### src/rtl/assert_macros.svh
// assertion helpers shared by the rtl
`ifndef ASSERT_MACROS_SVH
`define ASSERT_MACROS_SVH

`ifndef SYNTH

// property must hold at every clock edge out of reset
`define REBO_ASSERT(lbl, clk, rstn, prop, msg) \
    lbl: assert property (@(posedge clk) disable iff (!rstn) (prop)) else $error(msg);

// consequent must hold in the same cycle as the antecedent
`define REBO_ASSERT_IMPL(lbl, clk, rstn, ante, cons, msg) \
    lbl: assert property (@(posedge clk) disable iff (!rstn) (ante) |-> (cons)) \
        else $error(msg);

`else

`define REBO_ASSERT(lbl, clk, rstn, prop, msg)
`define REBO_ASSERT_IMPL(lbl, clk, rstn, ante, cons, msg)

`endif

`endif

### src/rtl/rebo_pkg.sv
`timescale 1ns / 1ps

package rebo_pkg;

    localparam int REBO_DEPTH = 16;
    localparam int REF_W      = 32;
    localparam int LEN_W      = 16;
    localparam int OFS_W      = 20;

    typedef enum logic [0:0] {
        REQ_ADD  = 1'b0,
        REQ_FIND = 1'b1
    } req_kind_t;

    typedef enum logic [1:0] {
        ST_IDLE,
        ST_WALK,
        ST_DONE
    } state_t;

    typedef struct packed {
        req_kind_t          req_type;
        logic [REF_W-1:0]   entry_ref;
        logic [LEN_W-1:0]   entry_len;
        logic [OFS_W-1:0]   byte_offset;
    } rebo_req_t;

    typedef struct packed {
        logic               hit;
        logic [REF_W-1:0]   found_ref;
        logic [LEN_W-1:0]   found_len;
        logic [LEN_W-1:0]   pos_in_entry;
        logic               ring_full;
        logic               overwrote_oldest;
    } rebo_rsp_t;

endpackage

### src/rtl/rebo_req_if.sv
`timescale 1ns / 1ps

interface rebo_req_if
    import rebo_pkg::*;
();
    logic       valid;
    logic       ready;
    rebo_req_t  data;

    modport source (output valid, output data, input ready);
    modport sink   (input valid, input data, output ready);
endinterface

### src/rtl/rebo_rsp_if.sv
`timescale 1ns / 1ps

interface rebo_rsp_if
    import rebo_pkg::*;
();
    logic       valid;
    logic       ready;
    rebo_rsp_t  data;

    modport source (output valid, output data, input ready);
    modport sink   (input valid, input data, output ready);
endinterface

### src/rtl/ring_entry_buffer_offset_lookup_core.sv
`timescale 1ns / 1ps

// channel | dir | payload     | beat when
// req     | in  | rebo_req_t  | req.valid && req.ready
// rsp     | out | rebo_rsp_t  | rsp.valid && rsp.ready
//
// add: writes the ram at its beat, then ST_DONE loads the result into the output register once that is free
// find: ST_WALK visits k entries oldest first, k = 0 .. DEPTH, up to a hit or the last valid one, then ST_DONE
// the single-port-read entry ram and the shared subtract/compare set the walk rate
// reset (async, rst_n low) empties the ring; no clearing pass is needed
// req.ready is high whenever the sequencer is idle, even while a result waits on rsp

`include "assert_macros.svh"

module ring_entry_buffer_offset_lookup_core
    import rebo_pkg::*;
#(
    parameter int DEPTH = REBO_DEPTH
) (
    input  logic         clk,
    input  logic         rst_n,
    rebo_req_if.sink     req,
    rebo_rsp_if.source   rsp
);

    localparam int PTR_W = $clog2(DEPTH);
    localparam int CNT_W = $clog2(DEPTH + 1);
    localparam int RAM_W = REF_W + LEN_W;

    function automatic logic [PTR_W-1:0] next_slot(input logic [PTR_W-1:0] p);
        logic [PTR_W-1:0] r;
        if (p == PTR_W'(DEPTH - 1))
        begin
            r = '0;
        end
        else
        begin
            r = p + PTR_W'(1);
        end
        return r;
    endfunction

    state_t             state_reg, state_next;
    logic [PTR_W-1:0]   wp_reg, wp_next;
    logic [PTR_W-1:0]   rp_reg, rp_next;
    logic               full_reg, full_next;
    logic [CNT_W-1:0]   cnt_reg, cnt_next;
    logic               out_valid_reg, out_valid_next;
    logic [PTR_W-1:0]   p_reg, p_next;
    logic [OFS_W-1:0]   rem_reg, rem_next;
    rebo_rsp_t          res_reg, res_next;
    rebo_rsp_t          out_data_reg, out_data_next;

    logic               req_acc;
    logic               out_free;
    logic               ram_we;
    logic [PTR_W-1:0]   ram_raddr;
    logic [RAM_W-1:0]   ram_wdata;
    logic [RAM_W-1:0]   ram_rdata;
    logic [LEN_W-1:0]   rd_len;
    logic [REF_W-1:0]   rd_ref;
    logic [CNT_W-1:0]   valid_cnt;
    logic [PTR_W-1:0]   wp_adv;

    assign req.ready  = (state_reg == ST_IDLE);
    assign req_acc    = req.valid && req.ready;
    assign out_free   = !out_valid_reg || rsp.ready;
    assign rsp.valid  = out_valid_reg;
    assign rsp.data   = out_data_reg;

    assign ram_we     = req_acc && (req.data.req_type == REQ_ADD);
    assign ram_wdata  = {req.data.entry_ref, req.data.entry_len};
    // idle reads the oldest entry so a find starts comparing on its first walk cycle
    assign ram_raddr  = (state_reg == ST_IDLE) ? rp_reg : next_slot(p_reg);
    assign rd_len     = ram_rdata[LEN_W-1:0];
    assign rd_ref     = ram_rdata[RAM_W-1:LEN_W];
    assign wp_adv     = next_slot(wp_reg);

    always_comb
    begin
        if (full_reg)
        begin
            valid_cnt = CNT_W'(DEPTH);
        end
        else if (wp_reg >= rp_reg)
        begin
            valid_cnt = CNT_W'(wp_reg) - CNT_W'(rp_reg);
        end
        else
        begin
            valid_cnt = CNT_W'(wp_reg) + CNT_W'(DEPTH) - CNT_W'(rp_reg);
        end
    end

    rebo_ram #(
        .WIDTH (RAM_W),
        .DEPTH (DEPTH)
    ) u_entry_ram (
        .clk   (clk),
        .we    (ram_we),
        .waddr (wp_reg),
        .wdata (ram_wdata),
        .raddr (ram_raddr),
        .rdata (ram_rdata)
    );

    always_comb
    begin
        state_next     = state_reg;
        wp_next        = wp_reg;
        rp_next        = rp_reg;
        full_next      = full_reg;
        cnt_next       = cnt_reg;
        p_next         = p_reg;
        rem_next       = rem_reg;
        res_next       = res_reg;
        out_data_next  = out_data_reg;
        out_valid_next = out_valid_reg && !rsp.ready;

        case (state_reg)
            ST_IDLE:
            begin
                if (req_acc)
                begin
                    res_next = '0;
                    if (req.data.req_type == REQ_ADD)
                    begin
                        wp_next = wp_adv;
                        res_next.ring_full = full_reg;
                        if (full_reg)
                        begin
                            rp_next = next_slot(rp_reg);
                            res_next.overwrote_oldest = 1'b1;
                        end
                        else if (wp_adv == rp_reg)
                        begin
                            full_next = 1'b1;
                            res_next.ring_full = 1'b1;
                        end
                        state_next = ST_DONE;
                    end
                    else
                    begin
                        p_next   = rp_reg;
                        rem_next = req.data.byte_offset;
                        cnt_next = valid_cnt;
                        res_next.ring_full = full_reg;
                        // empty ring misses at once
                        if (valid_cnt == '0)
                        begin
                            state_next = ST_DONE;
                        end
                        else
                        begin
                            state_next = ST_WALK;
                        end
                    end
                end
            end

            ST_WALK:
            begin
                if (rem_reg < OFS_W'(rd_len))
                begin
                    res_next.hit          = 1'b1;
                    res_next.found_ref    = rd_ref;
                    res_next.found_len    = rd_len;
                    res_next.pos_in_entry = rem_reg[LEN_W-1:0];
                    state_next            = ST_DONE;
                end
                else
                begin
                    rem_next = rem_reg - OFS_W'(rd_len);
                    p_next   = next_slot(p_reg);
                    cnt_next = cnt_reg - CNT_W'(1);
                    // last valid entry passed without a match
                    if (cnt_reg == CNT_W'(1))
                    begin
                        state_next = ST_DONE;
                    end
                end
            end

            ST_DONE:
            begin
                if (out_free)
                begin
                    out_valid_next = 1'b1;
                    out_data_next  = res_reg;
                    state_next     = ST_IDLE;
                end
            end

            default:
            begin
                state_next = ST_IDLE;
            end
        endcase
    end

    always_ff @(posedge clk or negedge rst_n)
    begin
        if (!rst_n)
        begin
            state_reg     <= ST_IDLE;
            wp_reg        <= '0;
            rp_reg        <= '0;
            full_reg      <= 1'b0;
            cnt_reg       <= '0;
            out_valid_reg <= 1'b0;
        end
        else
        begin
            state_reg     <= state_next;
            wp_reg        <= wp_next;
            rp_reg        <= rp_next;
            full_reg      <= full_next;
            cnt_reg       <= cnt_next;
            out_valid_reg <= out_valid_next;
        end
    end

    always_ff @(posedge clk)
    begin
        p_reg        <= p_next;
        rem_reg      <= rem_next;
        res_reg      <= res_next;
        out_data_reg <= out_data_next;
    end

    `REBO_ASSERT_IMPL(a_walk_cnt_nonzero, clk, rst_n, state_reg == ST_WALK, cnt_reg != '0, "walk with no entries left")
    `REBO_ASSERT_IMPL(a_full_ptrs_equal, clk, rst_n, full_reg, wp_reg == rp_reg, "full ring with pointers apart")
    `REBO_ASSERT_IMPL(a_hit_pos_in_len, clk, rst_n, rsp.valid && rsp.data.hit, rsp.data.pos_in_entry < rsp.data.found_len, "hit position beyond entry length")
    `REBO_ASSERT_IMPL(a_overwrite_full, clk, rst_n, rsp.valid && rsp.data.overwrote_oldest, rsp.data.ring_full && !rsp.data.hit, "overwrite reported on a ring that is not full")

endmodule

### src/rtl/rebo_ram.sv
`timescale 1ns / 1ps

module rebo_ram #(
    parameter int WIDTH = 8,
    parameter int DEPTH = 16
) (
    input  logic                     clk,
    input  logic                     we,
    input  logic [$clog2(DEPTH)-1:0] waddr,
    input  logic [WIDTH-1:0]         wdata,
    input  logic [$clog2(DEPTH)-1:0] raddr,
    output logic [WIDTH-1:0]         rdata
);

    logic [WIDTH-1:0] mem [DEPTH];

    always_ff @(posedge clk)
    begin
        if (we)
        begin
            mem[waddr] <= wdata;
        end
        rdata <= mem[raddr];
    end

endmodule

### src/flat_wrapper.sv
// flat-port wrapper written by rule: the top's interface ports become plain ports
module ring_entry_buffer_offset_lookup_core_flat import rebo_pkg::*;
#(
    parameter int DEPTH = REBO_DEPTH
)
  (clk, rst_n, req_valid, req_data, req_ready, rsp_valid, rsp_data, rsp_ready);
  rebo_req_if req_i ();
  rebo_rsp_if rsp_i ();
  input  logic clk;
  input  logic rst_n;
  input wire logic [$bits(req_i.valid)-1:0] req_valid;
  input wire logic [$bits(req_i.data)-1:0] req_data;
  output wire logic [$bits(req_i.ready)-1:0] req_ready;
  output wire logic [$bits(rsp_i.valid)-1:0] rsp_valid;
  output wire logic [$bits(rsp_i.data)-1:0] rsp_data;
  input wire logic [$bits(rsp_i.ready)-1:0] rsp_ready;
  assign req_i.valid = req_valid;
  assign req_i.data = req_data;
  assign req_ready = req_i.ready;
  assign rsp_valid = rsp_i.valid;
  assign rsp_data = rsp_i.data;
  assign rsp_i.ready = rsp_ready;
  ring_entry_buffer_offset_lookup_core #(.DEPTH(DEPTH)) u_core (.clk(clk), .rst_n(rst_n), .req(req_i), .rsp(rsp_i));
endmodule
### config.mk
export PLATFORM = sky130hd
export DESIGN_NAME = ring_entry_buffer_offset_lookup_core_flat
export DESIGN_NICKNAME = d
export VERILOG_FILES = /design/src/rtl/rebo_pkg.sv /design/src/rtl/rebo_req_if.sv /design/src/rtl/rebo_rsp_if.sv /design/src/rtl/ring_entry_buffer_offset_lookup_core.sv /design/src/rtl/rebo_ram.sv /design/src/flat_wrapper.sv
export VERILOG_INCLUDE_DIRS = /design/src /design/src/rtl
export SDC_FILE = /design/constraint.sdc
export NUM_CORES = 1
export LEC_CHECK = 0
export BUFFER_PORTS_ARGS = -buffer_cell sky130_fd_sc_hd__buf_2
export CAP_MARGIN = 10
export CORE_MARGIN = 2
export CORE_UTILIZATION = 30
export DETAILED_ROUTE_END_ITERATION = 10
export HOLD_SLACK_MARGIN = 0.05
export MAX_ROUTING_LAYER = met4
export SYNTH_ARGS = -nofsm -noshare
export SYNTH_HDL_FRONTEND = slang
export SYNTH_HIERARCHICAL = 1
export SYNTH_SLANG_ARGS = --single-unit
### constraint.sdc
create_clock -name clk -period 7.5 [get_ports clk]
set_clock_uncertainty 0.05 [all_clocks]
set_input_delay 1.5 -clock clk [delete_from_list [all_inputs] [get_ports clk]]
set_output_delay 1.5 -clock clk [all_outputs]
set_load 0.02 [all_outputs]
==> flow_metrics.py, run 1 <==
metrics = {
    "outcome": {
        "outcome": "completed",
    },
    "clock_tree": {
        "clkTransAtPathRegs_ps": 60,
        "clk_latency_ps": 690,
        "cts_tree": "done",
        "cts_setup_buffers": 0,
        "cts_resized": 0,
        "cts_root_buffer": "clkbuf_16",
        "hold_buffers": 0,
        "htree_levels": 3,
        "cts_buffers": 98,
        "cts.sinks": 991,
        "cts_buffer_depth": 3,
    },
    "worst_setup_path": {
        "slowest_stage": "buf_12",
        "crit_type": "register to register",
        "worstPathArrival_ps": 4250,
        "crit_required_ps": 7930,
        "crit_top_cell": "nand2_1",
        "slowest_delay_ps": 740,
        "crit_path_max_fanout": 156,
        "startpoint_type": "register",
        "crit_chain": "or2_1, nand2_1, o21ai_4, buf_4, buf_12, mux4_2, a22oi_1, nand2_1",
        "cp-end-kind": "register",
    },
    "drt": {
        "firstDrtPassIters": 6,
        "wl_per_cell_um": 22.3,
        "dr_total_vias": 18000,
        "vias_per_cell": 4.83,
        "ant_nets": 0,
        "drc": 0,
        "wirelength_um": 83100,
        "dr.first_iter.drc_count": 1633,
    },
    "sta": {
        "setup_viol": 0,
        "finalMaxSlewViolations": 0,
        "hold_viol_final": 0,
        "hold_ws_ps": 361,
        "period_share_pct": 50.8,
        "tightest_slew_ps": 1060,
        "relSlewSlack_pct": 29.0,
        "rsz0062_at_grt": "no",
        "fmax_mhz": 262,
        "final.setup.tns_ps": 0,
        "final.min_clock_period_ps": 3810,
    },
    "floorplanning": {
        "die_w_um": 356,
        "coreArea_um2": 123000,
        "die_h_um": 356,
        "die_area_um2": 127000,
        "row_count": 129,
        "pin_count": 142,
        "floorplan.initialDensity_pct": 30.1,
    },
    "finish": {
        "syn_to_final_growth_pct": 16.4,
        "fillers": 11400,
        "fin_util_pct": 35.1,
        "layout.nets": 2092,
        "largest_reg_flops": 768,
        "layout-drive-gt1-share_pct": 26.0,
    },
    "synthesis": {
        "syn-cell-area_um2": 37200,
        "synth.yosys.seq_area_share_pct": 78.4,
        "synth_seq_cells": 991,
        "synthCells": 1802,
        "synth_ff_type": "edfxtp_1",
        "syn_avg_cell_area_um2": 20.7,
        "yosysWarnings": 6,
        "synthDistinctLibCells": 65,
        "async_reset_ff_share_pct": 1.72,
        "synth_nets": 1902,
        "synth_edf_count": 926,
    },
    "power": {
        "p_total_mw": 18.7,
        "p_per_area_nw_per_um2": 432,
        "cellLeakagePower_nw": 14.0,
        "ir_drop_mv": 0.759,
    },
    "hold_path": {
        "hp-class": "register to register",
    },
    "placed_design": {
        "gp_congestion": 0.821,
        "port_buffers": 141,
        "dpl.hpwl_um": 50200,
    },
    "global_routing": {
        "grt_pass1_vias": 18500,
        "grt_max_degree": 157,
        "grt_use_total_pct": 13.4,
        "grt_pass1_wl_um": 123000,
        "antenna_found_initial": 24,
        "overflow": 0,
    },
    "flow_run": {
        "drv_cap": 0,
    },
}
-- power by group --
part	switching, mW	total (mW)	internal [mW]
Clock	2.08	4.85	2.78
Combinational	4.00	6.73	2.72
Sequential	0.275	7.11	6.84
Total	6.36	18.7	12.3
-- layout by cell type (no fill, tap or decap), types with 5 or more instances in the layout --
master     count
nand2_1       87
edfxtp_1     926
nand2b_1       8
a21o_1         5
buf_4         28
xnor2_1       14
clkinv_1      19
clkbuf_16     98
nor2_1        42
nand3_1       13
inv_1         33
a31oi_1        6
clkbuf_8      11
diode_2       19
a21oi_1       16
clkbuf_1      20
or3_1          5
buf_2        141
and2_1        48
dfrtp_1       17
nor2_4        15
clkinv_2      12
nor3_1         6
dfxtp_1       48
ha_1          25
mux4_2       192
a22oi_1       96
xor2_1         9
o21ai_0       34
bufinv_16      7
-- metrics by stage --
| step | area (µm²) | instances | setup WS [ps] |
|---|---|---|---|
| after floorplan | 37200 | 1802 | 1120 |
| after global placement | 40000 | 3528 | 3210 |
| after CTS | 43200 | 3708 | 3250 |
| after detailed placement | 40000 | 3528 | 3200 |
| after global routing | 43300 | 3727 | 3370 |
| final | 43300 | 3728 | 3690 |
-- kinds of logic (layout without fill, tap and decap cells) --
family,count (synthesis),in the layout,share of synthesized area (%)
fa+ha+maj,27,27,0.948
other cells,0,19,0
simple gates,250,250,3.20
mux,196,196,11.7
compound gates,198,198,3.74
xor+xnor,23,23,0.541
flops,991,991,78.4
buf+inv,117,387,1.39
-- worst max-delay path, delay by kind of cell, from the launching register on --
kind	cells	cell delay (ps)
buffers and inverters	2	1240
and+or+nand+nor	3	690
muxes	1	430
DFF	1	530
AOI/OAI and AO/OA	2	480
-- layout make-up --
| cell class | count | area [µm²] | share of cell area [%] |
|---|---|---|---|
| well taps | 1637 | 2050 | 4.73 |
| repair buffers | 172 | 976 | 2.25 |
| flip-flops and latches | 991 | 29200 | 67.4 |
| inverters | 35 | 131 | 0.303 |
| clock buffers | 129 | 2680 | 6.19 |
| multi-input cells | 694 | 7680 | 17.7 |
| diodes | 19 | 47.5 | 0.110 |
| clock inverters | 51 | 558 | 1.29 |
-- metal layers --
layer,vias to the layer above,part of all wire [%],GRT usage (%),routed length (µm)
li1,7767,-,-,-
met1,9472,44,18.2,36700
met2,633,46,20.1,38200
met3,128,8.1,3.57,6750
met4,0,1.8,3.26,1480
met5,-,0,-,0
-- synth_stat cells, drive strengths merged, types with 3 or more instances --
| cell type | n | area share [%] |
|---|---|---|
| nand2 | 87 | 0.88 |
| o311ai | 3 | 0.071 |
| nand4 | 3 | 0.050 |
| a21oi | 16 | 0.22 |
| nor2 | 57 | 0.57 |
| a21o | 5 | 0.10 |
| nand3 | 13 | 0.17 |
| o21a | 5 | 0.12 |
| xor2 | 9 | 0.21 |
| or2 | 4 | 0.074 |
| o31ai | 4 | 0.081 |
| clkbuf | 37 | 0.37 |
| dfxtp | 48 | 2.6 |
| and2 | 49 | 0.82 |
| o21ai | 37 | 0.50 |
| mux4 | 192 | 12 |
| inv | 35 | 0.35 |
| nor2b | 4 | 0.067 |
| or3 | 5 | 0.084 |
| a22oi | 96 | 1.9 |
| nor3 | 10 | 0.13 |
| edfxtp | 926 | 75 |
| nand2b | 9 | 0.15 |
| ha | 25 | 0.84 |
| xnor2 | 14 | 0.33 |
| dfrtp | 17 | 1.1 |
| a31oi | 6 | 0.10 |
| buf | 45 | 0.66 |
-- path summary, 6_finish.rpt --
| path | startpoint | end | slack [ps] | depth (start not counted) |
|---|---|---|---|---|
| worst max register to register | u_core/state_reg[1] | u_core/u_entry_ram/rdata[11] | 3690 | 8 |
| worst min register to register | u_core/res_reg[9] | u_core/rsp.data[9] | 360 | 0 |
| min in group asynchronous | rst_n | u_core/rsp.valid | 720 | 1 |
| worst min-delay path | u_core/res_reg[9] | u_core/rsp.data[9] | 360 | 0 |
| worst max-delay path | u_core/state_reg[1] | u_core/u_entry_ram/rdata[11] | 3690 | 8 |
| max in group asynchronous | rst_n | u_core/wp_reg[0] | 6350 | 1 |
No activity file was read; power rests on OpenSTA's default activity.
==> inputs of run 2 (changes only) <==
- clock period: 7.5 -> 3.7 ns (I/O delays scaled with it)
==> run 2 against run 1 <==
Clock-buffer cell count rose by 3. Hold slack got worse by 45 ps. Non-clock buffer count rose by 40. Critical path type unchanged. Largest power group unchanged.
==> flow_metrics.py, run 2 (same netlist as run 1, synthesis figures left out) <==
metrics = {
    "finish": {
        "final_common_cell": "edfxtp_1",
        "layout-drive-gt1-share_pct": 28.0,
        "fin_util_pct": 35.8,
        "syn_to_final_growth_pct": 18.7,
        "layout_common_cells": "edfxtp_1, mux4_2, buf_2",
        "largest_reg_flops": 768,
        "layout.nets": 2135,
        "layout.cells.non_filler": 3769,
    },
    "flow_run": {
        "drv_cap": 0,
    },
    "drt": {
        "wl_per_cell_um": 22.5,
        "dr_total_vias": 18200,
        "vias_per_cell": 4.83,
        "dr.first_iter.drc_count": 1474,
        "firstDrtPassIters": 6,
        "ant_nets": 0,
        "wirelength_um": 84700,
        "drc": 0,
    },
    "sta": {
        "period_share_pct": 91.2,
        "fmax_mhz": 296,
        "rsz0062_at_grt": "no",
        "finalMaxSlewViolations": 0,
        "setup_viol": 0,
        "setup_ws_ps": 327,
        "hold_viol_final": 0,
        "tightest_slew_ps": 885,
        "relSlewSlack_pct": 40.8,
        "final.min_clock_period_ps": 3370,
    },
    "worst_setup_path": {
        "crit_path_max_fanout": 15,
        "crit_top_cell": "buf_4",
        "startpoint_type": "register",
        "r2r_cells": 8,
        "crit_required_ps": 4190,
        "crit_type": "register to register",
        "r2r_end": "u_core/u_entry_ram/rdata[18]",
        "crit_chain": "or2_1, inv_2, o21ai_4, buf_4, buf_4, mux4_2, a22oi_1, nand2_1",
        "worstPathArrival_ps": 3870,
        "slowest_stage": "o21ai_4",
        "r2r-start": "u_core/state_reg[1]",
        "slowest_delay_ps": 730,
        "cp-end-kind": "register",
        "r2r_slack_ps": 330,
    },
    "clock_tree": {
        "htree_levels": 3,
        "cts.sinks": 991,
        "cts_setup_buffers": 0,
        "cts_root_buffer": "clkbuf_16",
        "clkTransAtPathRegs_ps": 60,
        "cts_buffer_depth": 3,
        "clk_latency_ps": 680,
        "cts_buffers": 101,
        "cts_resized": 0,
        "cts_tree": "done",
    },
    "placed_design": {
        "port_buffers": 141,
        "pre_cts_ws_ps": 268,
        "gp_congestion": 0.797,
        "dpl.hpwl_um": 48000,
        "dp.cells": 3568,
    },
    "global_routing": {
        "grt_use_total_pct": 13.7,
        "antenna_found_initial": 17,
        "grt_max_degree": 66,
        "grt_pass1_vias": 18900,
        "grt_pass1_wl_um": 125000,
        "overflow": 0,
    },
    "floorplanning": {
        "floorplan.initialDensity_pct": 30.1,
        "row_count": 129,
        "die_w_um": 356,
        "coreArea_um2": 123000,
        "die_area_um2": 127000,
        "die_h_um": 356,
        "pin_count": 142,
    },
    "power": {
        "cellLeakagePower_nw": 14.4,
        "ir_drop_mv": 0.886,
        "p_per_area_nw_per_um2": 876,
    },
    "hold_path": {
        "whs_endpoint": "u_core/rem_reg[6]",
        "hp-class": "input pin to register",
        "worstHoldPathCells": 3,
        "worstHoldStart": "req_data[6]",
    },
    "outcome": {
        "outcome": "completed",
    },
}
[run 2: worst max-delay path, delay by kind of cell (launching register included)]
kind	cells	cell delay, ps
muxes	1	540
and+or+nand+nor	2	390
DFF	1	530
buffers and inverters	3	760
AOI/OAI and AO/OA	2	930
[run 2: how the worst max path moves through the flow]
stage                        startpoint  slack [ps]                      endpoint
finish              u_core/state_reg[1]         330  u_core/u_entry_ram/rdata[18]
floorplan           u_core/state_reg[1]        -510  u_core/u_entry_ram/mem[6][0]
global route        u_core/state_reg[1]          40  u_core/u_entry_ram/rdata[32]
detailed placement  u_core/state_reg[1]         270  u_core/u_entry_ram/rdata[27]
CTS                 u_core/state_reg[1]         250  u_core/u_entry_ram/rdata[28]
global placement    u_core/state_reg[1]         320  u_core/u_entry_ram/rdata[32]
[run 2: power breakdown]
group          switching, mW  internal [mW]  total [mW]
logic                   7.57           6.03        13.6
registers              0.616           13.8        14.5
clock network           4.28           6.36        10.6
total                   12.5           26.2        38.7
[run 2: stage by stage]
step / hold slack [ps] / TNS [ps] / area (µm²) / power, mW
6_report: 317 / 0 / 44200 / 38.7
5_1_grt: 307 / 0 / 44200 / 40.7
4_1_cts: 269 / 0 / 44200 / 39.3
3_5_place_dp: 355 / 0 / 40600 / 28.5
3_3_place_gp: 351 / 0 / 40600 / 28.2
2_1_floorplan: 350 / -311800 / 37300 / 24.1
[run 2: metal layers]
metal  GRT usage [%]  vias to the layer above  wire (µm)
met5               -                        -          0
met4            3.28                        0       1500
met3            2.95                      128       5470
met2            21.2                      603      40000
met1            18.4                     9616      37700
li1                -                     7843          -
[run 2: cell type report]
cell class              instances  area, µm²
diodes                          8       20.0
repair buffers                212       1550
inverters                      35        131
clock inverters                60        748
clock buffers                 132       2780
flip-flops and latches        991      29200
well taps                    1637       2050
multi-input cells             694       7710
fillers                     11300      79300
[run 2: timing repair]
item                                    4_1_cts  5_1_grt
endpoints found under the setup margin        0        0
hold buffers                                  1        0
endpoints found under the hold margin        17        0
==> inputs of run 3 (changes only) <==
- CORE_ASPECT_RATIO: default -> 0.75
==> run 3 against run 2 <==
Utilization down 0.29 points. Critical path depth increased by 3. Clock-buffer cell count fell by 23. Fmax down 4.1%. Total power shrank 2.7%. Sequential share of layout area rose by 1.0 points. Register-to-register slack worse by 140 ps. Hold slack improved by 7.1 ps.
==> flow_metrics.py, run 3 (same netlist as run 1, synthesis figures left out) <==
metrics = {
    "outcome": {
        "outcome": "completed",
    },
    "sta": {
        "setup_ws_ps": 184,
        "hold_viol_final": 0,
        "rsz0062_at_grt": "no",
        "period_share_pct": 95.0,
        "setup_viol": 0,
        "relSlewSlack_pct": 34.6,
        "final.min_clock_period_ps": 3520,
        "hold_ws_ps": 324,
        "fmax_mhz": 284,
        "final.setup.tns_ps": 0,
        "finalMaxSlewViolations": 0,
        "tightest_slew_ps": 979,
    },
    "global_routing": {
        "grt_pass1_wl_um": 125000,
        "grt_pass1_vias": 18600,
        "overflow": 0,
        "grt_use_total_pct": 13.7,
        "antenna_found_initial": 12,
        "grt_max_degree": 69,
    },
    "finish": {
        "design_area_um2": 43500,
        "layout.nets": 2111,
        "largest_reg_flops": 768,
        "layout-drive-gt1-share_pct": 27.0,
        "layout_common_cells": "edfxtp_1, mux4_2, buf_2",
        "final_common_cell": "edfxtp_1",
        "fillers": 11200,
        "syn_to_final_growth_pct": 17.0,
    },
    "clock_tree": {
        "cts_tree": "done",
        "cts_buffers": 88,
        "htree_levels": 3,
        "cts_root_buffer": "clkbuf_16",
        "clk_latency_ps": 680,
        "cts_buffer_depth": 3,
        "clkTransAtPathRegs_ps": 60,
        "cts.sinks": 991,
    },
    "power": {
        "p_sw_share_pct": 33.7,
        "p_per_area_nw_per_um2": 865,
        "p_int_mw": 25.0,
        "power_switching_mw": 12.7,
        "ir_drop_mv": 0.631,
        "p_total_mw": 37.7,
        "cellLeakagePower_nw": 14.1,
        "combinationalPowerShare_pct": 36.6,
        "power_frac_seq_pct": 38.2,
        "clkPwrFrac_pct": 25.2,
    },
    "drt": {
        "drc": 0,
        "dr.first_iter.drc_count": 1859,
        "vias_per_cell": 4.87,
        "wirelength_um": 84900,
        "dr_total_vias": 18200,
        "wl_per_cell_um": 22.8,
        "firstDrtPassIters": 8,
        "ant_nets": 0,
    },
    "worst_setup_path": {
        "startpoint_type": "register",
        "crit_type": "register to register",
        "worstPathArrival_ps": 3850,
        "cp-end-kind": "register",
        "crit_required_ps": 4030,
        "crit_path_max_fanout": 32,
    },
    "floorplanning": {
        "row_count": 111,
        "die_h_um": 309,
        "pin_count": 142,
        "coreArea_um2": 123000,
        "die_area_um2": 127000,
        "floorplan.initialDensity_pct": 30.3,
        "die_w_um": 411,
    },
    "placed_design": {
        "gp_congestion": 0.817,
        "pre_cts_ws_ps": 62.4,
        "dpl.hpwl_um": 48500,
        "port_buffers": 141,
        "place_area_um2": 40500,
    },
    "flow_run": {
        "drv_cap": 0,
    },
    "hold_path": {
        "hp-class": "input pin to register",
    },
}
run 3: cell types whose count changed in the layout (fill, tap and decap cells not counted), moves of 4 or more:
cell / change
buf_4: -9
clkbuf_16: -15
inv_6: +4
bufinv_16: -4
clkbuf_8: -5
run 3: per-stage QoR:
step	util [%]	std cells
after detailed placement	33.0	3557
after global routing	35.5	3729
final	35.5	3729
after global placement	33.0	3557
after CTS	35.5	3723
after floorplan	-	1802
run 3: critical path, stage by stage (launching register included):
cell and delay [ps]:
edfxtp_1 320, inv_1 60, ha_1 230, fa_1 420
and2b_1 250, o2111ai_1 130, a21o_1 240, o21a_4 230
o21a_1 230, mux2i_1 510, nor2_4 250, buf_12 280
run 3: worst paths after layout:
check	depth (start not counted)	slack, ps	to	startpoint
min in group asynchronous	2	520	u_core/state_reg[0]	rst_n
hold reg to reg	0	340	u_core/rsp.data[34]	u_core/res_reg[34]
setup / recovery	11	180	u_core/res_reg[34]	u_core/rem_reg[0]
setup reg to reg	11	180	u_core/res_reg[34]	u_core/rem_reg[0]
hold / removal	3	320	u_core/rem_reg[7]	req_data[7]
max in group asynchronous	2	2780	u_core/rp_reg[2]	rst_n
run 3: timing repair:
action / CTS / global route
hold endpoints to repair: 17 / 0
buffers inserted: 0 / 0
hold buffers: 1 / 0
gates resized for setup: 0 / 1
endpoints found under the setup margin: 0 / 32
run 3: area by class of cell:
type / instances / area (µm²) / area share, %
antenna: 5 / 12.5 / 0.0287
inverter: 35 / 131 / 0.302
clock buffer: 109 / 2320 / 5.33
sequential: 991 / 29200 / 67.1
timing repair buffer: 200 / 1430 / 3.28
multi-input combinational: 695 / 7720 / 17.7
clock inverter: 56 / 672 / 1.54
tap: 1638 / 2050 / 4.71
run 3: per-layer routing:
layer  wire length, µm  global-route usage, %  vias to the layer above  part of all wire [%]
met4              1310                   2.69                        0                   1.5
met2             38300                   20.4                      693                    45
met5                 0                      -                        -                     0
met1             38800                   19.0                     9569                    46
met3              6500                   3.35                      111                   7.7
li1                  -                      -                     7785                     -
run 3: power groups by stage:
| stage | clock, mW | sequential, mW | combinational (mW) |
|---|---|---|---|
| floorplan | 0 | 14.7 | 9.34 |
| global placement | 0 | 14.6 | 13.6 |
| detailed placement | 0 | 14.6 | 13.8 |
| CTS | 9.70 | 14.4 | 13.9 |
| global route | 10.2 | 14.5 | 14.9 |
| finish | 9.48 | 14.4 | 13.8 |
